### src/rtl/gctrim_pkg.sv
// shared types and constants for the glyph coverage bounding-box trim block
// no dependencies; imported by every module under rtl
`default_nettype none

package gctrim_pkg;

	// pixel coordinate and coverage byte width
	localparam int unsigned COORD_W = 8;
	// result field width (sizes reach 256)
	localparam int unsigned SIZE_W  = 9;
	// width that holds the largest region bound (4096)
	localparam int unsigned DIM_W   = 13;

	// stream data widths, padded to whole bytes
	localparam int unsigned IN_DATA_W  = 40;
	localparam int unsigned OUT_DATA_W = 40;

	// subpixel_mode register codes
	localparam logic MODE_GRAY = 1'b0;
	localparam logic MODE_LCD  = 1'b1;

	// one registered pixel after coverage detection
	typedef struct packed {
		logic [COORD_W-1:0] col;
		logic [COORD_W-1:0] row;
		logic               hit;
		logic               last;
	} pix_t;

	// one trim result
	typedef struct packed {
		logic [SIZE_W-1:0] trim_left;
		logic [SIZE_W-1:0] trim_top;
		logic [SIZE_W-1:0] new_width;
		logic [SIZE_W-1:0] new_height;
		logic              is_empty;
	} trim_res_t;

endpackage

`default_nettype wire

### src/rtl/gctrim_in.sv
// input stage: pixel register with coverage detection and bounds check
// depends on gctrim_pkg
`default_nettype none

module gctrim_in #(
	parameter int unsigned MAX_WIDTH  = 256,
	parameter int unsigned MAX_HEIGHT = 256
) (
	input  wire logic                              clk,
	input  wire logic                              arst_n,
	input  wire logic                              subpixel_mode,
	input  wire logic                              s_tvalid,
	output logic                                   s_tready,
	input  wire logic [gctrim_pkg::IN_DATA_W-1:0]  s_tdata,
	input  wire logic                              s_tlast,
	output gctrim_pkg::pix_t                       pix_s1,
	output logic                                   valid_s1,
	input  wire logic                              take
);
	import gctrim_pkg::*;

	localparam logic [DIM_W-1:0] MaxW = DIM_W'(MAX_WIDTH);
	localparam logic [DIM_W-1:0] MaxH = DIM_W'(MAX_HEIGHT);

	logic [COORD_W-1:0] col, row, ca, cb, cc;
	logic               cov_nz;
	logic               in_bounds;
	pix_t               pix_d;

	assign col = s_tdata[7:0];
	assign row = s_tdata[15:8];
	assign ca  = s_tdata[23:16];
	assign cb  = s_tdata[31:24];
	assign cc  = s_tdata[39:32];

	always_comb begin
		if (subpixel_mode == MODE_LCD) begin
			cov_nz = |(ca | cb | cc);
		end else begin
			cov_nz = |ca;
		end
		in_bounds = ({{(DIM_W-COORD_W){1'b0}}, col} < MaxW) &&
			({{(DIM_W-COORD_W){1'b0}}, row} < MaxH);
		pix_d.col  = col;
		pix_d.row  = row;
		pix_d.hit  = cov_nz && in_bounds;
		pix_d.last = s_tlast;
	end

	assign s_tready = !valid_s1 || take;

	always_ff @(posedge clk or negedge arst_n) begin
		if (!arst_n) begin
			valid_s1 <= 1'b0;
		end else if (s_tready) begin
			valid_s1 <= s_tvalid;
		end
	end

	always_ff @(posedge clk) begin
		if (s_tvalid && s_tready) begin
			pix_s1 <= pix_d;
		end
	end

endmodule

`default_nettype wire

### src/rtl/gctrim_box.sv
// box tracker: running min/max of hit rows and columns, result register
// depends on gctrim_pkg
`default_nettype none

module gctrim_box #(
	parameter int unsigned MAX_WIDTH  = 256,
	parameter int unsigned MAX_HEIGHT = 256
) (
	input  wire logic             clk,
	input  wire logic             arst_n,
	input  wire gctrim_pkg::pix_t pix_s1,
	input  wire logic             valid_s1,
	output logic                  take,
	output logic                  res_valid_q,
	input  wire logic             res_ready,
	output gctrim_pkg::trim_res_t res_q
);
	import gctrim_pkg::*;

	localparam logic [DIM_W-1:0] MaxW = DIM_W'(MAX_WIDTH);
	localparam logic [DIM_W-1:0] MaxH = DIM_W'(MAX_HEIGHT);

	logic [COORD_W-1:0] first_row_q, last_row_q, first_col_q, last_col_q;
	logic               any_q;
	logic [COORD_W-1:0] fr_n, lr_n, fc_n, lc_n;
	logic               any_n;
	logic [DIM_W-1:0]   width, height;
	logic               slot_free;
	trim_res_t          res_d;

	// a non-last pixel never needs the result slot
	assign slot_free = !res_valid_q || res_ready;
	assign take      = valid_s1 && (!pix_s1.last || slot_free);

	always_comb begin
		fr_n  = first_row_q;
		lr_n  = last_row_q;
		fc_n  = first_col_q;
		lc_n  = last_col_q;
		any_n = any_q || pix_s1.hit;
		if (pix_s1.hit) begin
			if (!any_q) begin
				fr_n = pix_s1.row;
				lr_n = pix_s1.row;
				fc_n = pix_s1.col;
				lc_n = pix_s1.col;
			end else begin
				if (pix_s1.row < first_row_q) fr_n = pix_s1.row;
				if (pix_s1.row > last_row_q)  lr_n = pix_s1.row;
				if (pix_s1.col < first_col_q) fc_n = pix_s1.col;
				if (pix_s1.col > last_col_q)  lc_n = pix_s1.col;
			end
		end

		width  = {{(DIM_W-COORD_W){1'b0}}, pix_s1.col} + DIM_W'(1);
		height = {{(DIM_W-COORD_W){1'b0}}, pix_s1.row} + DIM_W'(1);
		if (width > MaxW)  width  = MaxW;
		if (height > MaxH) height = MaxH;

		if (any_n) begin
			res_d.trim_left  = {1'b0, fc_n};
			res_d.trim_top   = {1'b0, fr_n};
			res_d.new_width  = {1'b0, lc_n} - {1'b0, fc_n} + SIZE_W'(1);
			res_d.new_height = {1'b0, lr_n} - {1'b0, fr_n} + SIZE_W'(1);
			res_d.is_empty   = 1'b0;
		end else begin
			res_d.trim_left  = width[SIZE_W-1:0];
			res_d.trim_top   = height[SIZE_W-1:0];
			res_d.new_width  = '0;
			res_d.new_height = '0;
			res_d.is_empty   = 1'b1;
		end
	end

	always_ff @(posedge clk or negedge arst_n) begin
		if (!arst_n) begin
			first_row_q <= '1;
			last_row_q  <= '0;
			first_col_q <= '1;
			last_col_q  <= '0;
			any_q       <= 1'b0;
		end else if (take) begin
			if (pix_s1.last) begin
				first_row_q <= '1;
				last_row_q  <= '0;
				first_col_q <= '1;
				last_col_q  <= '0;
				any_q       <= 1'b0;
			end else begin
				first_row_q <= fr_n;
				last_row_q  <= lr_n;
				first_col_q <= fc_n;
				last_col_q  <= lc_n;
				any_q       <= any_n;
			end
		end
	end

	always_ff @(posedge clk or negedge arst_n) begin
		if (!arst_n) begin
			res_valid_q <= 1'b0;
		end else if (take && pix_s1.last) begin
			res_valid_q <= 1'b1;
		end else if (res_ready) begin
			res_valid_q <= 1'b0;
		end
	end

	always_ff @(posedge clk) begin
		if (take && pix_s1.last) begin
			res_q <= res_d;
		end
	end

endmodule

`default_nettype wire

### src/rtl/glyph_coverage_bbox_trim_top.sv
// top level of the glyph coverage bounding-box trim block
// depends on gctrim_pkg, gctrim_in and gctrim_box
//
// channel   dir  handshake           payload
// s_*       in   s_tvalid/s_tready   s_tdata col,row,cover_a,b,c; s_tlast end of region
// m_*       out  m_tvalid/m_tready   m_tdata trims and sizes; m_tuser is_empty
// cfg_*     in   cfg_valid/cfg_ready cfg_data subpixel_mode
//
// one pixel request per clock sustained while no waiting result holds back a last pixel;
// a pixel passes an input register and reaches the box tracker the next cycle, and
// the tracker loads the result register when it takes the last pixel
// arst_n clears the box state, the mode register and both valid flags
// a stalled result only holds back a following last pixel: ordinary pixels
// keep flowing into the tracker while the result waits in its register
`default_nettype none

module glyph_coverage_bbox_trim_top #(
	parameter int unsigned MAX_WIDTH  = 256,
	parameter int unsigned MAX_HEIGHT = 256
) (
	input  wire logic                               clk,
	input  wire logic                               arst_n,
	// pixel stream
	input  wire logic                               s_tvalid,
	output logic                                    s_tready,
	// [7:0] col, [15:8] row, [23:16] cover_a, [31:24] cover_b, [39:32] cover_c
	input  wire logic [gctrim_pkg::IN_DATA_W-1:0]   s_tdata,
	input  wire logic                               s_tlast,
	// result stream
	output logic                                    m_tvalid,
	input  wire logic                               m_tready,
	// [8:0] trim_left, [17:9] trim_top, [26:18] new_width,
	// [35:27] new_height, [39:36] zero
	output logic [gctrim_pkg::OUT_DATA_W-1:0]       m_tdata,
	// [0] is_empty
	output logic                                    m_tuser,
	// mode register write
	input  wire logic                               cfg_valid,
	output logic                                    cfg_ready,
	input  wire logic                               cfg_data
);
	import gctrim_pkg::*;

	logic      subpixel_mode_q;
	pix_t      pix_s1;
	logic      valid_s1;
	logic      take;
	trim_res_t res_q;

	// the mode register is always writable; writes must arrive only while idle, which the block does not enforce
	assign cfg_ready = 1'b1;

	always_ff @(posedge clk or negedge arst_n) begin
		if (!arst_n) begin
			subpixel_mode_q <= MODE_GRAY;
		end else if (cfg_valid && cfg_ready) begin
			subpixel_mode_q <= cfg_data;
		end
	end

	// coverage test and bounds check happen before the input register
	gctrim_in #(
		.MAX_WIDTH  (MAX_WIDTH),
		.MAX_HEIGHT (MAX_HEIGHT)
	) u_in (
		.clk           (clk),
		.arst_n        (arst_n),
		.subpixel_mode (subpixel_mode_q),
		.s_tvalid      (s_tvalid),
		.s_tready      (s_tready),
		.s_tdata       (s_tdata),
		.s_tlast       (s_tlast),
		.pix_s1        (pix_s1),
		.valid_s1      (valid_s1),
		.take          (take)
	);

	// running box and result formation
	gctrim_box #(
		.MAX_WIDTH  (MAX_WIDTH),
		.MAX_HEIGHT (MAX_HEIGHT)
	) u_box (
		.clk         (clk),
		.arst_n      (arst_n),
		.pix_s1      (pix_s1),
		.valid_s1    (valid_s1),
		.take        (take),
		.res_valid_q (m_tvalid),
		.res_ready   (m_tready),
		.res_q       (res_q)
	);

	// pack the result, padding the top nibble with zeros
	assign m_tdata = {4'b0000, res_q.new_height, res_q.new_width,
		res_q.trim_top, res_q.trim_left};
	assign m_tuser = res_q.is_empty;

endmodule

`default_nettype wire

### config.mk
export PLATFORM = sky130hd
export DESIGN_NAME = glyph_coverage_bbox_trim_top
export DESIGN_NICKNAME = d
export VERILOG_FILES = /design/src/rtl/gctrim_pkg.sv /design/src/rtl/gctrim_in.sv /design/src/rtl/gctrim_box.sv /design/src/rtl/glyph_coverage_bbox_trim_top.sv
export SDC_FILE = /design/constraint.sdc
export NUM_CORES = 1
export LEC_CHECK = 0
export ABC_AREA = 1
export BUFFER_PORTS_ARGS = -buffer_cell sky130_fd_sc_hd__buf_2
export CORE_MARGIN = 3
export CORE_UTILIZATION = 35
export DETAILED_ROUTE_END_ITERATION = 8
export PLACE_DENSITY = 0.56
export SYNTH_ARGS = -nofsm -noshare
export SYNTH_HDL_FRONTEND = slang
export SYNTH_SLANG_ARGS = --single-unit
### constraint.sdc
create_clock -name clk -period 3.5 [get_ports clk]
set_input_delay 0.7 -clock clk [delete_from_list [all_inputs] [get_ports clk]]
set_output_delay 0.7 -clock clk [all_outputs]
set_load 0.02 [all_outputs]
==> metrics.csv, run 1 <==
metric;value;unit
crit_top_cell;nand2_1;
required;3600;ps
synthSimpleGateAreaFrac;29.7;%
ys.flop_type;edfxtp_1;
dieWidth;138;um
leakagePower;3.87;nW
core;16900;um2
grt_pass1_wl;24100;um
grt_pass1_vias;4870;
synth-xor-area-share;0.999;%
cts_root_buffer;clkbuf_16;
setup_viol;0;
synth_edf_count;55;
place_hpwl;10700;um
ff_latch_area;2570;um2
synth_cells;762;
h-tree-depth;3;
clk_latency;350;ps
whs;468;ps
via_count;5183;
antenna_cells;0;
routed_wl;14700;um
nFillCells;1685;
cts_hold_buffers;0;
ys_ff_latch;91;
synth_top_family_by_area;simple AND/OR/NAND/NOR gates;
rsz0062_at_grt;yes;
p_int;2.83;mW
grt_max_degree;52;
cp.arrival;3480;ps
clock_sinks;91;
seq_power_share;33.7;%
synth-compound-area-share;4.81;%
fin_util;45.2;%
status;completed;
multi_input_area;3190;um2
hold_viol;0;
finalMaxSlewViolations;0;
io_buffers;85;
p_comb_share;42.3;%
cts_tree;yes;
post-route-period-util;96.7;%
drt_iter0_markers;256;
period_minus_slack;3380;ps
crit_type;flip-flop to flip-flop;
track_usage;15.3;%
worst_pin_slew;881;ps
holdCritPathClass;input port to async pin;
power_frac_clock;24.0;%
irDropWorstVdd;0.223;mV
setup_tns;0;ps
antenna_found_initial;0;
pin_count;91;
avgSynthCellArea;8.06;um2
die-area;19200;um2
cpPeakStageDelay;510;ps
clk_path_buf_depth;2;
ant_nets;0;
syn-cell-area;6140;um2
swShare;35.7;%
slew_headroom;41.2;%
switching_power;1.57;mW
yosysWarnings;0;
overflow;0;
drv_cap;0;
clkTransAtPathRegs;70;ps
finalPower;4.39;mW
initial_core_util;36.4;%
endpoint_kind;flip-flop;
nNetsFinal;1000;
routedWlPerCell;13.2;um
crit_chain;ha_1 > nand2_1 > nor2_2 > nand4_1 > nand2_1 > nand2_2 > buf_6 > nand3_1 > nand2_2 > ha_1 > inv_1 > ha_1 > inv_1 > fa_2 > nor2_1 > o21ai_1 > nand2_1 > nand2_1 > nand2_1 > a21oi_2 > nor2_1 > nor2_1;
max_freq;296;MHz
post_drt_via_cell_ratio;4.65;
cts_buffers;9;
cellPowerDensity;576;nW/um2
path_delay_family;simple AND/OR/NAND/NOR gates;
synth-seq-area-share;41.9;%
area_growth;24.2;%
remaining_drc_errors;0;
startpoint_type;flip-flop;
synthAdderAreaFrac;13.3;%
ys_async_sr_fraction;39.6;%
synthMuxAreaShare;0.183;%
first_pass_iters;4;
rows;47;
synth_cell_type_count;35;
gp_congestion;0.841;
drive_gt1_share;24.9;%
cp.buffers_inverters;3;
worstPathMaxFanout;8;
skew;9.03;ps
die_h;138;um
critPathSlowestCell;edfxtp_1;
## worst register-to-register path, stage by stage, from the launching register on
cell      delay, ps
edfxtp_1        510
ha_1            340
nand2_1          80
nor2_2          140
nand4_1         110
nand2_1         100
nand2_2          60
buf_6           150
nand3_1         110
nand2_2          80
ha_1            270
inv_1            60
ha_1            160
inv_1            60
fa_2            340
nor2_1          110
o21ai_1          70
nand2_1         100
nand2_1          50
nand2_1          70
a21oi_2          50
nor2_1           80
nor2_1           50
## worst paths after layout
path / startpoint / to / slack, ps / depth (start not counted)
max in group asynchronous: arst_n / u_box.last_col_q[0] / 2470 / 1
worst max register to register: u_in.pix_s1[9] / u_box.res_q[8] / 120 / 22
worst min register to register: u_box.last_row_q[4] / u_box.last_row_q[4] / 480 / 2
worst min-delay path: arst_n / u_box.last_row_q[0] / 470 / 1
worst max-delay path: u_in.pix_s1[9] / u_box.res_q[8] / 120 / 22
min in group clk: u_box.last_row_q[4] / u_box.last_row_q[4] / 480 / 2
## cells in the final DEF, fill, tap and decap left out, types with 9 or more instances in the layout
cell,count
nand2_1,218
nand3_1,105
inv_1,97
buf_2,85
edfxtp_1,55
ha_1,53
buf_4,47
nor2_1,33
a21oi_1,22
dfrtp_1,20
dfstp_2,16
and2_1,14
nand2_2,13
clkbuf_16,9
## synth_stat cells (4+ instances only)
cell type,count,area (um2)
inv_1,100,375
o21a_1,4,30.0
nor2_1,36,135
nand2_4,4,45.0
inv_2,5,18.8
a21oi_1,28,140
buf_2,6,30.0
clkbuf_1,6,22.5
nand2_2,7,43.8
nor4_1,7,43.8
dfrtp_1,20,500
nor3_1,5,25.0
nand2_1,225,845
o21ai_0,8,40.0
buf_4,9,67.6
ha_1,62,776
nand4_1,8,50.1
xor2_1,7,61.3
nand3_1,105,526
and2_1,14,87.6
edfxtp_1,55,1650
dfstp_2,16,420
## routing by layer
| layer | global-route usage (%) | vias up | part of all wire (%) |
|---|---|---|---|
| met5 | 0 | - | 0 |
| met4 | 4.68 | 0 | 1.3 |
| met3 | 2.45 | 9 | 5.4 |
| met2 | 22.7 | 121 | 41 |
| met1 | 22.9 | 2318 | 52 |
| li1 | - | 2735 | - |
## metrics by stage
step / setup slack, ps / instance area [um2] / instances
2_1_floorplan: 272 / 6150 / 765
3_3_place_gp: 69.8 / 6990 / 1082
3_5_place_dp: 13.3 / 6990 / 1082
4_1_cts: 0.764 / 7310 / 1098
5_1_grt: -121 / 7620 / 1114
6_report: 117 / 7620 / 1114
## registers in the layout, indices dropped and copies added, names as in the netlist
register	cells
u_box.res_q	37
u_in.pix_s1	18
u_box.first_col_q	8
u_box.first_row_q	8
u_box.last_col_q	8
u_box.last_row_q	8
subpixel_mode_q	1
u_box.any_q	1
u_box.res_valid_q	1
u_in.valid_s1	1
## what timing repair did
action / 4_1_cts / 5_1_grt
resized for setup: 0 / 42
endpoints found under the setup margin: 0 / 7
setup buffers: 0 / 16
endpoints found under the hold margin: 0 / 0
## area by class of cell
cell class                      instances  area share [%]
Inverter                              105            5.17
Clock inverter                          6            1.03
Sequential cell                        91            33.7
Clock buffer                           10            3.13
Timing Repair Buffer                  139            11.4
Tap cell                              220            3.61
Multi-Input combinational cell        543            41.9
## power by group through the flow
stage | Combinational (mW) | Clock [mW] | Sequential, mW
finish | 1.86 | 1.06 | 1.48
global route | 2.15 | 1.12 | 1.50
CTS | 1.72 | 1.09 | 1.48
detailed placement | 1.71 | 0 | 1.50
global placement | 1.70 | 0 | 1.49
floorplan | 1.14 | 0 | 1.57
## cells by family (layout without fill, tap and decap cells)
family,count (synthesis),after routing
other,2,5
buffers and inverters,131,260
DFF,91,91
adders and majority gates,64,64
muxes,1,1
xor gates and xnor gates,7,7
and+or+nand+nor,414,414
AOI/OAI and AO/OA,52,52
No activity file was read; power rests on OpenSTA's default activity.
==> run 2: changes to the inputs <==
--- a/config.mk
+++ b/config.mk
@@ -5,12 +5,11 @@
 export SDC_FILE = /design/constraint.sdc
 export NUM_CORES = 1
 export LEC_CHECK = 0
-export ABC_AREA = 1
 export BUFFER_PORTS_ARGS = -buffer_cell sky130_fd_sc_hd__buf_2
 export CORE_MARGIN = 3
 export CORE_UTILIZATION = 35
 export DETAILED_ROUTE_END_ITERATION = 8
-export PLACE_DENSITY = 0.56
+export PLACE_DENSITY = 0.57
 export SYNTH_ARGS = -nofsm -noshare
 export SYNTH_HDL_FRONTEND = slang
 export SYNTH_SLANG_ARGS = --single-unit
==> metrics.csv, run 2 <==
metric;value;unit
status;finished, violations left;
violations;setup timing;
p_int;2.95;mW
synth_common_cells;62 x ha_1, 55 x edfxtp_1, 48 x inv_1, 38 x nor2_1, 29 x nand2_1;
remaining_drc_errors;0;
slew_headroom;35.3;%
die-area;18300;um2
ys_ff_latch;91;
yosysWarnings;0;
yosysTopAreaCell;edfxtp_1;
track_usage;17.8;%
rsz0062_at_grt;yes;
skew;9.22;ps
post_drt_via_cell_ratio;5.05;
design_area;8130;um2
io_buffers;85;
cts_buffers;9;
finalMaxSlewViolations;0;
period_minus_slack;3720;ps
drive_gt1_share;43.6;%
core;16100;um2
rows;46;
leakagePower;3.61;nW
swShare;32.9;%
h-tree-depth;3;
overflow;0;
area_growth;39.1;%
r2r_cells;17;
pin_count;91;
drv_cap;0;
ys_async_sr_fraction;39.6;%
setup_viol;8;
cts_tree;yes;
grt_pass1_wl;25800;um
reg2reg_to;u_box.res_q[17];
endpoint_kind;flip-flop;
clk_latency;350;ps
crit_path_end;u_box.res_q[17];
via_count;4912;
largest_reg_flops;37;
dieWidth;135;um
first_pass_iters;5;
post-route-period-util;106;%
die_h;135;um
hold_viol;0;
cp.arrival;3790;ps
power_frac_clock;22.2;%
clk_path_buf_depth;2;
largest-register;u_box.res_q;
synth_area_leaders;edfxtp_1 28%, ha_1 13%, dfrtp_1 8.6%;
crit_type;flip-flop to flip-flop;
r2r_setup_slack;-220;ps
irDropWorstVdd;0.277;mV
clock_sinks;91;
ys.flop_type;edfxtp_1;
max_freq;269;MHz
grt_pass1_vias;5068;
fin_util;50.5;%
synth_most_common_cell;ha_1;
holdCritPathClass;input port to async pin;
cellPowerDensity;540;nW/um2
routed_wl;16000;um
antenna_found_initial;0;
pre_cts_ws;-336;ps
worst_pin_slew;964;ps
routedWlPerCell;16.4;um
antenna_cells;0;
finalPower;4.39;mW
syn-cell-area;5840;um2
p_comb_share;45.4;%
nNetsFinal;863;
grt_max_degree;38;
switching_power;1.44;mW
r2r_start;u_box.first_col_q[1];
place_hpwl;11800;um
synth_cells;550;
initial_core_util;36.3;%
synth_edf_count;55;
startpoint_type;flip-flop;
clkTransAtPathRegs;70;ps
drt_iter0_markers;264;
seq_power_share;32.4;%
setup.worst_path.start;u_box.first_col_q[1];
top_regs;u_box.res_q (37), u_in.pix_s1 (18);
fin_ws;-220;ps
nFillCells;1451;
layout_commonest_cell;buf_4;
gp_congestion;0.857;
synth_cell_type_count;58;
synthDominantCellAreaShare;28.3;%
worstPathMaxFanout;2;
synth-seq-area-share;44.0;%
dpl_cell_area;7320;um2
required;3570;ps
cts_root_buffer;clkbuf_16;
layout_common_cells;127 x buf_4, 85 x buf_2, 55 x edfxtp_1;
avgSynthCellArea;10.6;um2
ant_nets;0;
run 2: cell types whose count changed after synthesis, sizes merged, moves of 10 or more:
cell	delta
mux2i	+15
inv	-57
nor3	+11
o22a	+16
nand2	-207
mux2	+14
nor2b	+10
nand3	-93
a22o	+16
run 2: final cells by class:
class	instances	area, um2	share of cell area, %
Tap cell	216	270	3.32
Timing Repair Buffer	219	1470	18.1
Clock buffer	13	240	2.95
Sequential cell	91	2570	31.6
Clock inverter	3	40.0	0.492
Inverter	48	185	2.28
Multi-Input combinational cell	383	3350	41.2
run 2: power by group through the flow:
stage | clock network, mW | registers, mW | logic, mW
global placement | 0 | 1.44 | 1.62
finish | 0.975 | 1.43 | 1.99
floorplan | 0 | 1.53 | 0.955
detailed placement | 0 | 1.45 | 1.66
CTS | 0.995 | 1.43 | 1.90
global route | 1.03 | 1.44 | 2.19
run 2: cell families (layout without fill, tap and decap cells):
| group | Yosys count | in the layout | synth area share [%] |
|---|---|---|---|
| flops | 91 | 91 | 44.0 |
| other cells | 2 | 5 | 0.129 |
| fa+ha+maj | 64 | 64 | 14.0 |
| simple gates | 142 | 142 | 11.8 |
| mux | 30 | 30 | 5.52 |
| buf+inv | 79 | 283 | 5.85 |
| xor+xnor | 10 | 10 | 1.50 |
| compound gates | 132 | 132 | 17.2 |
run 2: what timing repair did:
action                     in CTS  in global routing
setup buffers                  25                 12
setup endpoints to repair       8                 19
cloned                          0                  0
resized for setup              34                 20
pin swaps                      42                 30
hold buffers                    0                  0
run 2: stage by stage:
stage | TNS [ps] | hold slack, ps | std cells
final | -1010 | 487 | 973
after global routing | -2490 | 511 | 973
after CTS | -1070 | 509 | 966
after detailed placement | -1510 | 524 | 925
after global placement | -1060 | 501 | 925
after floorplan | -473 | 404 | 553
run 2: worst max-delay path, stage by stage (launching register included):
cell and delay (ps):
dfstp_2 540, inv_2 50, ha_4 230, a2111o_1 450, nand2_2 90, o2111ai_4 160
mux2_4 370, ha_4 230, inv_1 60, ha_2 170, inv_1 50, fa_2 360
nor2b_4 140, o21ai_2 80, a21oi_2 140, o21a_1 150, o21a_1 110, nor3_1 40
run 2: metal layers:
metal,GRT usage [%],vias up,wire length [um]
li1,-,2436,-
met1,24.6,2307,7440
met2,28.5,157,7390
met3,3.49,12,990
met4,5.32,0,170
met5,0,-,0
run 2: worst min-delay path by stage:
stage	from	end	slack, ps	cells after the start
6_report	arst_n	u_box.last_col_q[7]	490	1
4_1_cts	arst_n	u_box.last_col_q[5]	510	1
2_1_floorplan	arst_n	subpixel_mode_q	400	0
3_5_place_dp	u_box.last_row_q[0]	u_box.last_row_q[0]	520	1
5_1_grt	s_tdata[11]	u_in.pix_s1[5]	510	1
3_3_place_gp	subpixel_mode_q	subpixel_mode_q	500	1
==> run 3: changes to the inputs <==
--- a/config.mk
+++ b/config.mk
@@ -6,10 +6,10 @@
 export NUM_CORES = 1
 export LEC_CHECK = 0
 export BUFFER_PORTS_ARGS = -buffer_cell sky130_fd_sc_hd__buf_2
-export CORE_MARGIN = 3
-export CORE_UTILIZATION = 35
+export CORE_MARGIN = 2
+export CORE_UTILIZATION = 58
 export DETAILED_ROUTE_END_ITERATION = 8
-export PLACE_DENSITY = 0.57
+export PLACE_DENSITY = 0.84
 export SYNTH_ARGS = -nofsm -noshare
 export SYNTH_HDL_FRONTEND = slang
 export SYNTH_SLANG_ARGS = --single-unit
==> metrics.csv, run 3 (synthesis gave the netlist of run 2 again) <==
metric;value;unit
grt_pass1_wl;25700;um
swShare;35.2;%
drt_iter0_markers;415;
max_freq;258;MHz
h-tree-depth;3;
remaining_drc_errors;0;
largest-register;u_box.res_q;
grt.met1_usage;40.2;%
overflow;0;
fin_util;80.3;%
nFillCells;591;
holdCritPathClass;input port to async pin;
cellPowerDensity;536;nW/um2
routed_wl;16400;um
largest_reg_flops;37;
grt_pass1_vias;5229;
ff_latch_area;2570;um2
gp_congestion;0.961;
cts_root_buffer;clkbuf_8;
worstPathMaxFanout;6;
drive_gt1_share;43.5;%
post_drt_via_cell_ratio;5.92;
top_regs;u_box.res_q (37), u_in.pix_s1 (18);
antenna_found_initial;0;
status;finished, violations left;
nNetsFinal;849;
worst_pin_slew;915;ps
clock_sinks;91;
switching_power;1.48;mW
die-area;10900;um2
post-route-period-util;111;%
routedWlPerCell;18.7;um
antenna_cells;0;
hold_viol;0;
crit_type;flip-flop to flip-flop;
final_cells;876;
via_count;5186;
setup.worst_path.start;u_in.pix_s1[11];
setup_viol;9;
irDropWorstVdd;0.302;mV
r2r_start;u_in.pix_s1[11];
grt_max_degree;38;
first_pass_iters;7;
ant_nets;0;
clk_latency;380;ps
slew_headroom;38.5;%
track_usage;30.0;%
setup_tns;-1980;ps
p_int;2.73;mW
pre_cts_ws;-415;ps
clk_path_buf_depth;2;
place_hpwl;11500;um
initial_core_util;59.8;%
period_minus_slack;3880;ps
required;3600;ps
cts_buffers;9;
power_frac_clock;17.0;%
skew;12.3;ps
fin_ws;-377;ps
drv_cap;0;
p_comb_share;49.1;%
startpoint_type;flip-flop;
die_h;104;um
clkTransAtPathRegs;90;ps
pin_count;91;
layout_commonest_cell;buf_4;
multi_input_area;3370;um2
rows;36;
core;9770;um2
io_buffers;85;
layout_common_cells;107 x buf_4, 85 x buf_2, 55 x edfxtp_1;
area_growth;34.3;%
cts_tree;yes;
seq_power_share;34.0;%
met3_usage;5.20;%
dieWidth;104;um
cts_hold_buffers;0;
use_met2;48.4;%
cp.arrival;3980;ps
violations;setup timing;
gr-max-usage-layer;met2;
leakagePower;3.50;nW
dp_cells;833;
endpoint_kind;flip-flop;
finalMaxSlewViolations;0;
rsz0062_at_grt;yes;
run 3: cell types whose count changed in the layout (fill, tap and decap cells not counted), moves of 3 or more:
cell,delta
inv_2,+3
buf_6,+7
clkbuf_8,+9
buf_4,-20
clkbuf_16,-9
run 3: layout make-up:
cell class	instances	area share, %
multi-input cells	383	42.9
flip-flops and latches	91	32.8
repair buffers	205	17.6
inverters	48	2.33
well taps	133	2.12
clock buffers	11	1.67
clock inverters	5	0.653
run 3: what timing repair did:
action	4_1_cts	5_1_grt
endpoints found under the setup margin	9	15
endpoints found under the hold margin	0	0
pin swaps	32	24
setup buffers	26	12
resized for setup	27	39
run 3: through the flow:
step | hold WS (ps) | power, mW | cell area (um2)
2_1_floorplan | 404 | 2.48 | 6010
3_3_place_gp | 500 | 3.00 | 7140
3_5_place_dp | 532 | 3.08 | 7140
4_1_cts | 432 | 3.98 | 7660
5_1_grt | 482 | 4.43 | 7850
6_report | 406 | 4.21 | 7850
run 3: worst paths after layout:
path	end	depth (start not counted)	slack [ps]
worst max-delay path	u_box.res_q[17]	18	-380
worst min-delay path	u_box.last_col_q[4]	1	410
worst max register to register	u_box.res_q[17]	18	-380
worst min register to register	u_box.last_col_q[0]	1	570
max in group asynchronous	u_box.last_row_q[6]	1	2580
min in group clk	u_in.pix_s1[4]	1	480
run 3: worst max-delay path, cell delays in order, from the launching register on:
cell and delay (ps):
edfxtp_1 430, buf_4 160, ha_1 310, buf_4 150, nand4_1 80, nor2_1 60, a21oi_1 290, o21ai_4 160
buf_6 150, mux2_4 300, ha_4 290, inv_2 40, fa_2 410, nor2b_4 150, o21ai_2 90, a21oi_2 180
o21a_1 180, o21a_1 120, nor3_1 40
run 3: layer usage:
layer  wire length, um  part of all wire, %
met1              6960                   42
met2              7730                   47
met3              1300                  7.9
met4               391                  2.4
met5                 0                    0
run 3: power groups by stage:
stage | logic, mW | registers (mW) | clock network, mW
3_3_place_gp | 1.56 | 1.44 | 0
4_1_cts | 1.85 | 1.42 | 0.713
5_1_grt | 2.23 | 1.44 | 0.758
2_1_floorplan | 0.955 | 1.53 | 0
6_report | 2.07 | 1.43 | 0.715
3_5_place_dp | 1.63 | 1.45 | 0
